<file path="src/hdl/lzsd_pkg.sv">
// Shared types and constants for the LZSS stream decoder.
`timescale 1ns / 1ps

package lzsd_pkg;

    localparam int CFG_INDEX_W = 1;
    localparam int CFG_DATA_W  = 12;

    localparam logic [CFG_INDEX_W-1:0] CFG_LENGTH_BIAS = 1'b0;
    localparam logic [CFG_INDEX_W-1:0] CFG_RING_START  = 1'b1;

    localparam logic [2:0] LENGTH_BIAS_RESET = 3'd2;
    localparam logic [2:0] MAX_BIAS          = 3'd4;
    localparam logic [3:0] FLAG_COUNT        = 4'd8;

    localparam int OUT_DEPTH = 4;

    typedef enum logic [2:0] {
        PH_FLAG  = 3'b001,
        PH_ITEM  = 3'b010,
        PH_MATCH = 3'b100
    } phase_t;

    // One unit of work for the copy engine: a literal or a match.
    typedef struct packed {
        logic        is_lit;
        logic [7:0]  data;
        logic [11:0] pos;
        logic [4:0]  len;
    } cmd_t;

endpackage

</file>
<file path="src/hdl/lzsd_front.sv">
// Front end: parses flag, literal and match bytes into copy commands.
`timescale 1ns / 1ps

module lzsd_front
(
    input  logic                               clk,
    input  logic                               rst_n,
    input  logic                               cfg_we,
    input  logic [lzsd_pkg::CFG_INDEX_W-1:0]   cfg_index,
    input  logic [lzsd_pkg::CFG_DATA_W-1:0]    cfg_data,
    input  logic                               in_valid,
    input  logic [7:0]                         in_byte,
    output logic                               in_ready,
    input  logic                               hold,
    input  logic                               q_ready,
    output logic                               q_push,
    output lzsd_pkg::cmd_t                     q_cmd
);

    lzsd_pkg::phase_t phase_reg;
    logic [7:0]       flag_bits_reg;
    logic [3:0]       flags_left_reg;
    logic [7:0]       held_reg;
    logic [2:0]       bias_reg;

    logic             accept;
    logic             flag_due;
    logic [2:0]       bias_sat;
    logic [4:0]       match_len;
    logic [3:0]       left_dec;

    assign in_ready  = !hold && q_ready;
    assign accept    = in_valid && in_ready;
    assign flag_due  = (phase_reg == lzsd_pkg::PH_FLAG) || (flags_left_reg == 4'd0);
    assign bias_sat  = (bias_reg > lzsd_pkg::MAX_BIAS) ? lzsd_pkg::MAX_BIAS : bias_reg;
    assign match_len = {1'b0, in_byte[3:0]} + 5'(bias_sat);
    assign left_dec  = flags_left_reg - 4'd1;

    always_comb
    begin
        q_push       = 1'b0;
        q_cmd.is_lit = 1'b1;
        q_cmd.data   = in_byte;
        q_cmd.pos    = {in_byte[7:4], held_reg};
        q_cmd.len    = 5'd1;
        if (accept && !flag_due)
        begin
            case (phase_reg)
                lzsd_pkg::PH_ITEM:
                begin
                    q_push = flag_bits_reg[0];
                end
                lzsd_pkg::PH_MATCH:
                begin
                    q_push       = (match_len != 5'd0);
                    q_cmd.is_lit = 1'b0;
                    q_cmd.len    = match_len;
                end
                default:
                begin
                    q_push = 1'b0;
                end
            endcase
        end
    end

    always_ff @(posedge clk or negedge rst_n)
    begin
        if (!rst_n)
        begin
            phase_reg      <= lzsd_pkg::PH_FLAG;
            flag_bits_reg  <= '0;
            flags_left_reg <= '0;
            held_reg       <= '0;
            bias_reg       <= lzsd_pkg::LENGTH_BIAS_RESET;
        end
        else
        begin
            if (cfg_we && (cfg_index == lzsd_pkg::CFG_LENGTH_BIAS))
            begin
                bias_reg <= cfg_data[2:0];
            end
            if (accept)
            begin
                if (flag_due)
                begin
                    flag_bits_reg  <= in_byte;
                    flags_left_reg <= lzsd_pkg::FLAG_COUNT;
                    phase_reg      <= lzsd_pkg::PH_ITEM;
                end
                else if ((phase_reg == lzsd_pkg::PH_ITEM) && !flag_bits_reg[0])
                begin
                    held_reg  <= in_byte;
                    phase_reg <= lzsd_pkg::PH_MATCH;
                end
                else
                begin
                    flag_bits_reg  <= {1'b0, flag_bits_reg[7:1]};
                    flags_left_reg <= left_dec;
                    phase_reg      <= (left_dec == 4'd0) ? lzsd_pkg::PH_FLAG
                                                         : lzsd_pkg::PH_ITEM;
                end
            end
        end
    end

endmodule

</file>
<file path="config.mk">
export PLATFORM = sky130hd
export DESIGN_NAME = lzsd_front
export DESIGN_NICKNAME = d
export VERILOG_FILES = /design/src/hdl/lzsd_pkg.sv /design/src/hdl/lzsd_front.sv
export SDC_FILE = /design/constraint.sdc
export NUM_CORES = 1
export LEC_CHECK = 0
export ABC_AREA = 1
export CAP_MARGIN = 15
export CORE_MARGIN = 2
export CORE_UTILIZATION = 40
export DETAILED_ROUTE_END_ITERATION = 8
export DONT_BUFFER_PORTS = 1
export SLEW_MARGIN = 20
export SYNTH_ARGS = -nofsm -noshare
export SYNTH_HDL_FRONTEND = slang
export SYNTH_SLANG_ARGS = --single-unit
</file>
<file path="constraint.sdc">
create_clock -name clk -period 5.5 [get_ports clk]
set_clock_uncertainty 0.15 [all_clocks]
set_input_delay 0.275 -clock clk [delete_from_list [all_inputs] [get_ports clk]]
set_output_delay 0.275 -clock clk [all_outputs]
set_load 0.05 [all_outputs]
</file>
==> flow_summary.toml <==
[grt]
grt_pass1_vias = 1183
grt_max_degree = 27
grt_pass1_wl_um = 5150
grt_use_total = 0.144
grt_overflow = 0
antenna_found_initial = 0

[clock_network]
htreeDepth = 1
clock_latency_ns = 0.27
path_clk_slew_ns = 0.09
cts_root_buf = "clkbuf_8"
cts.sinks = 26
ctsLongestPathBuffers = 2
cts_made_buffers = 3
postCtsSetupBuffers = 0
cts_tree = "done"

[yosys]
ys.flop_type = "dfrtp_1"
syn_nets = 250
synthArstFlopShare = 1.00
ys_types = 26
avgSynthCellArea_um2 = 7.70
ys_ff_latch = 26
synthTopCellsByArea = "dfrtp_1 36%, nand2_1 18%, nand3_1 9.6%, buf_4 5.4%, inv_1 4.3%"
yosys.area.top_type_share = 0.360
netlist_top_cells_count = "80 x nand2_1, 32 x nand3_1, 24 x dfrtp_1, 19 x inv_1, 14 x nor2_1"
synth_edf_count = 0
synth_seq_area_share = 0.391
synth_warnings = 0
syn_area_um2 = 1670
synth.most_common_cell = "nand2_1"
synth_top_cell_by_area = "dfrtp_1"
netlist_instances = 217

[pwr]
p_switching_mw = 0.458
pwr_density_cell_nw_per_um2 = 508
p_leak_nw = 0.942
switching_share = 0.510
vdd_ir_drop_max_v = 0.000147
p_comb_frac = 0.406
intPower_mw = 0.440
p_seq_frac = 0.472
pwr-share-clk = 0.121

[critical_path]
required_ns = 5.08
cp-start-kind = "register"
end_kind = "output port"
path_max_fanout = 9
critPathKind = "register to output port"
arrival_ns = 2.58

[min_path]
min_path_type = "primary input to register"

[status]
violations = "hold timing"
status = "complete, but fails checks"

[timing]
slew_viol_final = 0
timing.hold.ws_ns = -0.00286
fin_crit_ns = 3.01
fmax_mhz = 333
finalSetupViolCount = 0
tightest_slew_ns = 1.03
rsz0062_at_grt = "no"
slew_headroom = 0.317
fin_setup_tns_ns = 0
final.period_utilization = 0.547
final-hold-violation-count = 1

[drt]
via_per_inst = 4.83
drtIter0Drc = 37
drc = 0
vias = 1280
wirelength_um = 3210
drtPass1Iterations = 4
detail-route-antenna-nets = 0
wl_per_cell_um = 12.1

[final_layout]
final_area_um2 = 1770
antenna_cells = 0
drive_above_1_share = 0.102
nNetsFinal = 250
syn2layout_area_growth_pct = 5.84

[die]
boundaryPins = 55
dieArea_um2 = 4710
core_um2 = 4000
rows = 23
start_util = 0.418
die_h_um = 68.6
die_x_um = 68.6

[run]
maxCapViolations = 0

[placed_design]
post_dp_cell_area_um2 = 1620
dp_hpwl_um = 2270
port_buffers = 0
place_congestion = 0.778
-- cell usage in the layout, fill, tap and decap left out --
cell           Yosys  layout
a21oi_1            5       5
buf_12             0       1
clkbuf_8           0       3
dfrtp_1           24      24
dfstp_2            2       2
dlygate4sd3_1      0       9
fa_1               1       1
ha_1               5       5
inv_1             19      19
inv_2              3       3
inv_4              1       1
mux2_2             1       1
nand2_1           80      80
nand2_4            3       3
nand2_8            1       1
nand3_1           32      32
nand3_2            1       1
nand3_4            2       2
nand3b_1           1       1
nand4_1            1       1
nor2_1            14      14
nor2_2             1       1
nor2_8             2       2
o21a_1             1       1
o21ai_0            1       1
o21ai_2            1       1
-- kinds of logic (layout without fill, tap and decap cells) --
kind of cell / count (synthesis) / after routing / share of synthesized area
simple gates: 138 / 138 / 0.402
buf+inv: 38 / 36 / 0.123
flops: 26 / 26 / 0.391
compound gates: 8 / 8 / 0.0277
fa+ha+maj: 6 / 6 / 0.0494
mux: 1 / 1 / 0.00674
-- final cells by class --
cell class                 count  area, µm²
timing repair buffer          10        110
sequential                    26        653
inverter                      23       88.8
multi-input combinational    153        812
fill                         411       2230
clock buffer                   3       41.3
tap                           50       62.6
-- worst paths after layout --
path | cells past startpoint | slack (ns) | to | from
worst max-delay path | 7 | 2.49 | q_cmd[4] | flags_left_reg[0]$_DFFE_PN0P_
worst min-delay path | 2 | -0.003 | held_reg[6]$_DFFE_PN0P_ | in_byte[6]
min in group asynchronous | 2 | 0.27 | flags_left_reg[1]$_DFFE_PN0P_ | rst_n
worst min register to register | 2 | 0.33 | flag_bits_reg[7]$_DFFE_PN0P_ | flag_bits_reg[7]$_DFFE_PN0P_
max in group asynchronous | 2 | 4.70 | bias_reg[1]$_DFFE_PN1P_ | rst_n
worst max register to register | 9 | 3.67 | flag_bits_reg[3]$_DFFE_PN0P_ | flags_left_reg[0]$_DFFE_PN0P_
-- stage by stage --
step | instances | power, mW | utilization | hold slack [ns] | worst slack [ns]
final | 265 | 0.898 | 0.442 | -0.00286 | 2.49
after global routing | 265 | 0.973 | 0.442 | 0.0111 | 2.31
after CTS | 264 | 0.907 | 0.439 | 0.00103 | 2.48
after detailed placement | 252 | 0.788 | 0.404 | -0.170 | 2.76
after global placement | 252 | 0.785 | 0.404 | -0.170 | 2.76
after floorplan | 217 | 0.751 | - | -0.171 | 2.93
-- repair_timing --
item	in CTS	in global routing
hold buffers	9	1
endpoints found under the hold margin	34	1
gates resized for setup	0	0
-- metal layers --
layer / vias up / wire length [µm] / GRT usage / part of all wire
met3: 4 / 116 / 0.0211 / 0.036
met1: 578 / 1520 / 0.189 / 0.47
li1: 677 / - / - / -
met2: 21 / 1540 / 0.237 / 0.48
met5: - / 0 / 0 / 0
met4: 0 / 31 / 0.0575 / 0.0096
-- critical path, cell delays in order, from the launching register on --
cell and delay [ns]:
dfrtp_1 0.38, inv_1 0.09, ha_1 0.26, nand3_4 0.18, nand3_1 0.16, nor2_1 0.23, inv_2 0.18, a21oi_1 0.83
-- power groups by stage --
stage                     registers, mW  logic, mW  clock network, mW
final                             0.424      0.365              0.109
after detailed placement          0.429      0.359                  0
after global routing              0.436      0.420              0.118
after floorplan                   0.418      0.333                  0
after global placement            0.427      0.358                  0
after CTS                         0.426      0.370              0.112
No activity file was read; power rests on OpenSTA's default activity.
