--- src/hdl/lzsd_pkg.sv ---
// Shared types and constants for the LZSS stream decoder.
`timescale 1ns / 1ps

package lzsd_pkg;

    localparam int CFG_INDEX_W = 1;
    localparam int CFG_DATA_W  = 12;

    localparam logic [CFG_INDEX_W-1:0] CFG_LENGTH_BIAS = 1'b0;
    localparam logic [CFG_INDEX_W-1:0] CFG_RING_START  = 1'b1;

    localparam logic [2:0] LENGTH_BIAS_RESET = 3'd2;
    localparam logic [2:0] MAX_BIAS          = 3'd4;
    localparam logic [3:0] FLAG_COUNT        = 4'd8;

    localparam int OUT_DEPTH = 4;

    typedef enum logic [2:0] {
        PH_FLAG  = 3'b001,
        PH_ITEM  = 3'b010,
        PH_MATCH = 3'b100
    } phase_t;

    // One unit of work for the copy engine: a literal or a match.
    typedef struct packed {
        logic        is_lit;
        logic [7:0]  data;
        logic [11:0] pos;
        logic [4:0]  len;
    } cmd_t;

endpackage

--- src/hdl/lzsd_cmd_queue.sv ---
// Two-entry command queue between the parser and the copy engine.
`timescale 1ns / 1ps

module lzsd_cmd_queue
(
    input  logic           clk,
    input  logic           rst_n,
    input  logic           push,
    input  lzsd_pkg::cmd_t push_cmd,
    output logic           ready,
    input  logic           pop,
    output logic           valid,
    output lzsd_pkg::cmd_t head_cmd
);

    lzsd_pkg::cmd_t entry_reg [2];
    logic           wr_ptr_reg;
    logic           rd_ptr_reg;
    logic [1:0]     count_reg;

    assign ready    = (count_reg != 2'd2);
    assign valid    = (count_reg != 2'd0);
    assign head_cmd = entry_reg[rd_ptr_reg];

    always_ff @(posedge clk)
    begin
        if (push)
        begin
            entry_reg[wr_ptr_reg] <= push_cmd;
        end
    end

    always_ff @(posedge clk or negedge rst_n)
    begin
        if (!rst_n)
        begin
            wr_ptr_reg <= 1'b0;
            rd_ptr_reg <= 1'b0;
            count_reg  <= 2'd0;
        end
        else
        begin
            if (push)
            begin
                wr_ptr_reg <= !wr_ptr_reg;
            end
            if (pop)
            begin
                rd_ptr_reg <= !rd_ptr_reg;
            end
            if (push && !pop)
            begin
                count_reg <= count_reg + 2'd1;
            end
            else if (pop && !push)
            begin
                count_reg <= count_reg - 2'd1;
            end
        end
    end

endmodule

--- config.mk ---
export PLATFORM = sky130hd
export DESIGN_NAME = lzsd_cmd_queue
export DESIGN_NICKNAME = d
export VERILOG_FILES = /design/src/hdl/lzsd_pkg.sv /design/src/hdl/lzsd_cmd_queue.sv
export SDC_FILE = /design/constraint.sdc
export NUM_CORES = 1
export LEC_CHECK = 0
export BUFFER_PORTS_ARGS = -buffer_cell sky130_fd_sc_hd__buf_4
export CAP_MARGIN = 40
export CORE_ASPECT_RATIO = 1.4
export CORE_MARGIN = 8
export CORE_UTILIZATION = 50
export CTS_BUF_LIST = sky130_fd_sc_hd__clkbuf_8
export DETAILED_ROUTE_END_ITERATION = 10
export MAX_ROUTING_LAYER = met4
export PLACE_DENSITY_LB_ADDON = 0.1
export RECOVER_POWER = 100
export REMOVE_ABC_BUFFERS = 1
export SLEW_MARGIN = 40
export SYNTH_ARGS = -nofsm -noshare
export SYNTH_HDL_FRONTEND = slang
export SYNTH_SLANG_ARGS = --single-unit
--- constraint.sdc ---
create_clock -name clk -period 2.7 [get_ports clk]
set_input_delay 0.27 -clock clk [delete_from_list [all_inputs] [get_ports clk]]
set_output_delay 0.27 -clock clk [all_outputs]
set_load 0.1 [all_outputs]
==> results.md, run 1 <==
- Via density: 5.13
- Worst-path fanout max: 18
- Num ports: 58
- Final setup vio count: 0
- Final GP Congestion: 0.650
- DRT Pass-1 Iters: 4
- Critical Setup Path Class: register to output port
- Cell Area, Synth: 0.00217 sq mm
- Initial antenna violation count: 0
- Hold Violations, Final: 0
- Maxcap violations: 0
- Port bufs: 57
- DRC viols: 0
- Routed Antenna Nets: 0
- Synth Register Bits: 56
- Clock root cell: clkbuf_8
- Area delta synth->final: 21.3%
- Register area share after synthesis: 0.767
- CTS tree: yes
- Drt initial violations: 34
- Leading post-synthesis cells by cell area: edfxtp_1 72%, mux2_4 13%, dfrtp_1 4.6%
- GRT Total Usage: 0.114
- Outcome: finished clean
- Crit. Startpoint: rd_ptr_reg
- Worst-Margin Slew: 1.29 ns
- Clk pin slew, worst setup/hold paths: 0.09 ns
- Tmin final: 2.24 ns
- Fin nets: 193
- Syn avg cell area: 22.3 sq um
- Worst Path Buf+Inv: 2
- Htree depth: 2
- Post-route clock period utilization: 0.829
- Worst-Skew Late Latency: 0.30 ns
- Crit path largest cell delay: 0.69 ns
- Die Y: 93.9 um
- CP delay by family, top: flip-flops
- Clk buf depth: 2
- ANT cells: 0
- Starting density of the core: 0.515
- Final Max Tran Viols: 0
- Yosys warns: 0
- Total grt overflow: 0
- Largest net degree at the start of global routing: 19
- Placed wire-length estimate: 2680 um
- Die X: 71.6 um
- Core Rows: 28
- Cells after Synth: 97
- Die area: 0.00672 sq mm
- Layout cell share with drive strength beyond 1: 0.503
- Setup TNS: 0 ns
- Reg-to-reg startpoint: wr_ptr_reg
- Crit. End Element: output port
- Vias: 1066
- Slew HR: 0.136
- Area leader, netlist: edfxtp_1
- Routed WL: 3630 um
- Per-cell routed wire length: 17.4 um
- Critical path arrival: 1.97 ns
- Area of the core: 0.00420 sq mm
- Worst Path Required: 2.43 ns
- Min-Delay Path Class: input pin to register
- Number of buffers created by CTS: 5
- Synth cell types: 15
- Post-synth top area share: 0.721
- Critical-path cell list: buf_12 > mux2_2 > clkbuf_2
- Worst Skew: 0.00647 ns
- RSZ-0062 raised after global routing: false
- CP max-delay cell: dfrtp_1
- Worst setup SP type: register
- Max Clk Rate: 447 MHz
- Vias in the first global route: 1171
- HP Start: pop
- Clock Sinks: 56
- Largest register FFs: 52
- First-pass GRT wire length: 5630 um
-- repair_timing --
item	4_1_cts	5_1_grt
setup buffers	0	0
setup endpoints to repair	0	0
gates resized for setup	0	0
hold buffers	1	0
endpoints found under the hold margin	4	0
-- Yosys cell counts (all sizes together) --
master  instances
and2            1
buf             3
dfrtp           4
edfxtp         52
ha              1
inv             1
mux2           26
nand2b          1
nor2            1
nor2b           1
or2             1
xnor2           1
xor2            4
-- through the flow --
stage	hold slack, ns	instance area (sq um)	util	cells	setup WS (ns)
2_1_floorplan	-0.0256	2110	-	94	0.691
3_3_place_gp	0.0700	2640	0.627	199	0.938
3_5_place_dp	0.0701	2640	0.627	199	0.910
4_1_cts	0.142	2730	0.650	208	0.580
5_1_grt	0.126	2630	0.625	208	0.304
6_report	0.157	2630	0.625	208	0.461
-- routing by layer --
layer / GRT usage / routed length, um
met1: 0.111 / 1390
met2: 0.203 / 2020
met3: 0.0459 / 203
met4: 0.0308 / 17
met5: - / 0
-- worst paths after layout --
| path | cells past startpoint | end | slack, ns |
|---|---|---|---|
| setup / recovery | 3 | head_cmd[25] | 0.46 |
| hold / removal | 2 | rd_ptr_reg | 0.16 |
| setup reg to reg | 2 | entry_reg[0][23] | 0.47 |
| hold reg to reg | 1 | wr_ptr_reg | 0.49 |
| max in group asynchronous | 2 | rd_ptr_reg | 2.18 |
| min in group asynchronous | 2 | count_reg[0] | 0.34 |
-- placed cells by master, fill, tap and decap left out, drive strengths merged, types with 2 or more instances in the layout --
master / count
clkbuf: 60
edfxtp: 52
mux2: 26
buf: 5
xor2: 4
dfrtp: 4
clkinvlp: 2
-- cell families (layout without fill, tap and decap cells) --
family	after synthesis	after routing	synth area share
AND/OR/NAND/NOR	5	5	0.0133
buffers and inverters	4	70	0.0254
multiplexers	26	26	0.168
XOR/XNOR	5	5	0.0202
flip-flops	56	56	0.767
adder cells (fa/ha/maj)	1	1	0.00578
-- layout make-up --
type / count / area (sq um)
Timing Repair Buffer: 61 / 369
Sequential cell: 56 / 1660
Inverter: 1 / 3.75
Clock inverter: 3 / 18.8
Clock buffer: 5 / 68.8
Tap cell: 45 / 56.3
Multi-Input combinational cell: 37 / 449
Fill cell: 345 / 1580
Power of run 1 is not shown: default switching activity piles up to over one toggle a cycle in this logic, so the estimate is an artifact.
==> inputs of run 2 (changes only) <==
CORE_UTILIZATION = 48   (was 50)
clock period = 2 ns   (was 2.7 ns; I/O delays follow)
==> results.md, run 2 (synthesized netlist as in run 1, its figures left out) <==
- Outcome: finished clean
- Number of buffers created by CTS: 5 (unchanged)
- Initial antenna violation count: 0 (unchanged)
- Area of the core: 0.00443 sq mm (+5.3%)
- Worst Path Required: 1.80 ns (-0.63 ns)
- Area delta synth->final: 23.7%
- Fillers: 382 (+11%)
- Crit. End Element: output port
- Clock Sinks: 56 (unchanged)
- Per-cell routed wire length: 16.1 um (-7.5%)
- Vias: 1063 (-0.28%)
- Core Rows: 29 (+3.6%)
- Maxcap violations: 0 (unchanged)
- Die area: 0.00695 sq mm (+3.3%)
- Hold Violations, Final: 0 (unchanged)
- CTS tree: yes
- Final Max Tran Viols: 0 (unchanged)
- Post-layout util: 0.605 (-0.0199)
- RSZ-0062 raised after global routing: false
- DRC viols: 0 (unchanged)
- GRT Total Usage: 0.116 (+0.00176)
- Port bufs: 57 (unchanged)
- Fin nets: 195 (+1.0%)
- Final GP Congestion: 0.679 (+4.4%)
- Vias in the first global route: 1191 (+1.7%)
- Worst Skew: 0.00429 ns (-0.00218 ns)
- Critical path arrival: 1.65 ns (-0.32 ns)
- Final Non-Filler Cells: 227 (+9.1%)
- Htree depth: 2 (unchanged)
- Clk pin slew, worst setup/hold paths: 0.08 ns (about the same)
- Starting density of the core: 0.489 (-0.0259)
- Max Clk Rate: 542 MHz
- Cells after DPL: 218 (+9.5%)
- Die X: 72.8 um (+1.6%)
- Worst-Margin Slew: 0.826 ns (-0.468 ns)
- Post-route clock period utilization: 0.923
- Via density: 4.68 (-8.6%)
- Critical Setup Path Class: register to output port
- Slew HR: 0.450 (+0.314)
- Most frequent cells in the layout: 52 x edfxtp_1, 33 x clkbuf_4, 19 x mux2_4, 12 x clkbuf_2, 11 x clkbuf_1
- WL met2: 1940 um (-3.9%)
- Setup TNS: 0 ns (unchanged)
- Max layer used: met4
- Min-Delay Path Class: input pin to register
- Worst-path fanout max: 17 (-1)
- Layout cell share with drive strength beyond 1: 0.515 (+0.0121)
- Largest register FFs: 52 (unchanged)
- Largest net degree at the start of global routing: 20 (+1)
- Routed Antenna Nets: 0 (unchanged)
- Most common cell after layout, fill and taps aside: edfxtp_1
- WL met1: 1380 um (-0.43%)
- Routed WL: 3660 um (+0.94%)
- DRT Pass-1 Iters: 4 (unchanged)
- Worst setup SP type: register
- Post-cts sizing count: 0 (unchanged)
- Placed wire-length estimate: 2680 um (+0.12%)
- Tmin final: 1.85 ns
- Clk buf depth: 2 (unchanged)
- Number of setup buffers added after CTS: 0 (unchanged)
- ANT cells: 0 (unchanged)
- Clock root cell: clkbuf_8
- Final setup vio count: 0 (unchanged)
- Worst-Skew Late Latency: 0.30 ns (about the same)
- Drt initial violations: 58 (+71%)
- Die Y: 95.5 um (+1.7%)
- Total grt overflow: 0 (unchanged)
- First-pass GRT wire length: 5690 um (+1.1%)
- Num ports: 58 (unchanged)
- WL met3: 269 um (+33%)
==> run 2: repair_timing <==
item                                   CTS  global route
setup endpoints to repair                0             0
hold buffers                             1             0
endpoints found under the hold margin    4             0
==> run 2: through the flow <==
step / hold WS, ns / setup slack, ns / instance area (sq um)
after global placement: -0.00268 / 0.577 / 2670
final: 0.0801 / 0.155 / 2680
after floorplan: -0.0956 / 0.00987 / 2110
after global routing: 0.0727 / 0.0888 / 2680
after CTS: 0.0656 / 0.214 / 2770
after detailed placement: 0.00131 / 0.559 / 2670
==> run 2: per-layer routing <==
metal  track usage  vias up
li1              -      502
met1         0.111      518
met2         0.197       36
met3        0.0400        7
met4        0.0653        0
met5             -        -
==> run 2: layout make-up <==
| type | count | area, sq um | share of cell area |
|---|---|---|---|
| flip-flops and latches | 56 | 1660 | 0.620 |
| inverters | 1 | 3.75 | 0.00140 |
| clock inverters | 3 | 13.8 | 0.00514 |
| repair buffers | 63 | 404 | 0.151 |
| well taps | 62 | 77.6 | 0.0290 |
| multi-input cells | 37 | 449 | 0.168 |
| clock buffers | 5 | 68.8 | 0.0257 |
==> run 2: worst paths after layout <==
path,startpoint,end,slack (ns),cells past startpoint
worst max-delay path,rd_ptr_reg,head_cmd[19],0.15,3
min in group asynchronous,rst_n,wr_ptr_reg,0.26,2
worst max register to register,wr_ptr_reg,entry_reg[1][3],0.24,2
max in group asynchronous,rst_n,count_reg[1],1.54,2
worst min-delay path,pop,rd_ptr_reg,0.08,2
worst min register to register,wr_ptr_reg,wr_ptr_reg,0.50,1
==> run 2: worst max-delay path: stages (launching register included) <==
cell and delay [ns]:
dfrtp_1 0.35, clkbuf_4 0.34, mux2_2 0.37, clkbuf_4 0.28
Power of run 2 is left out for the same reason.
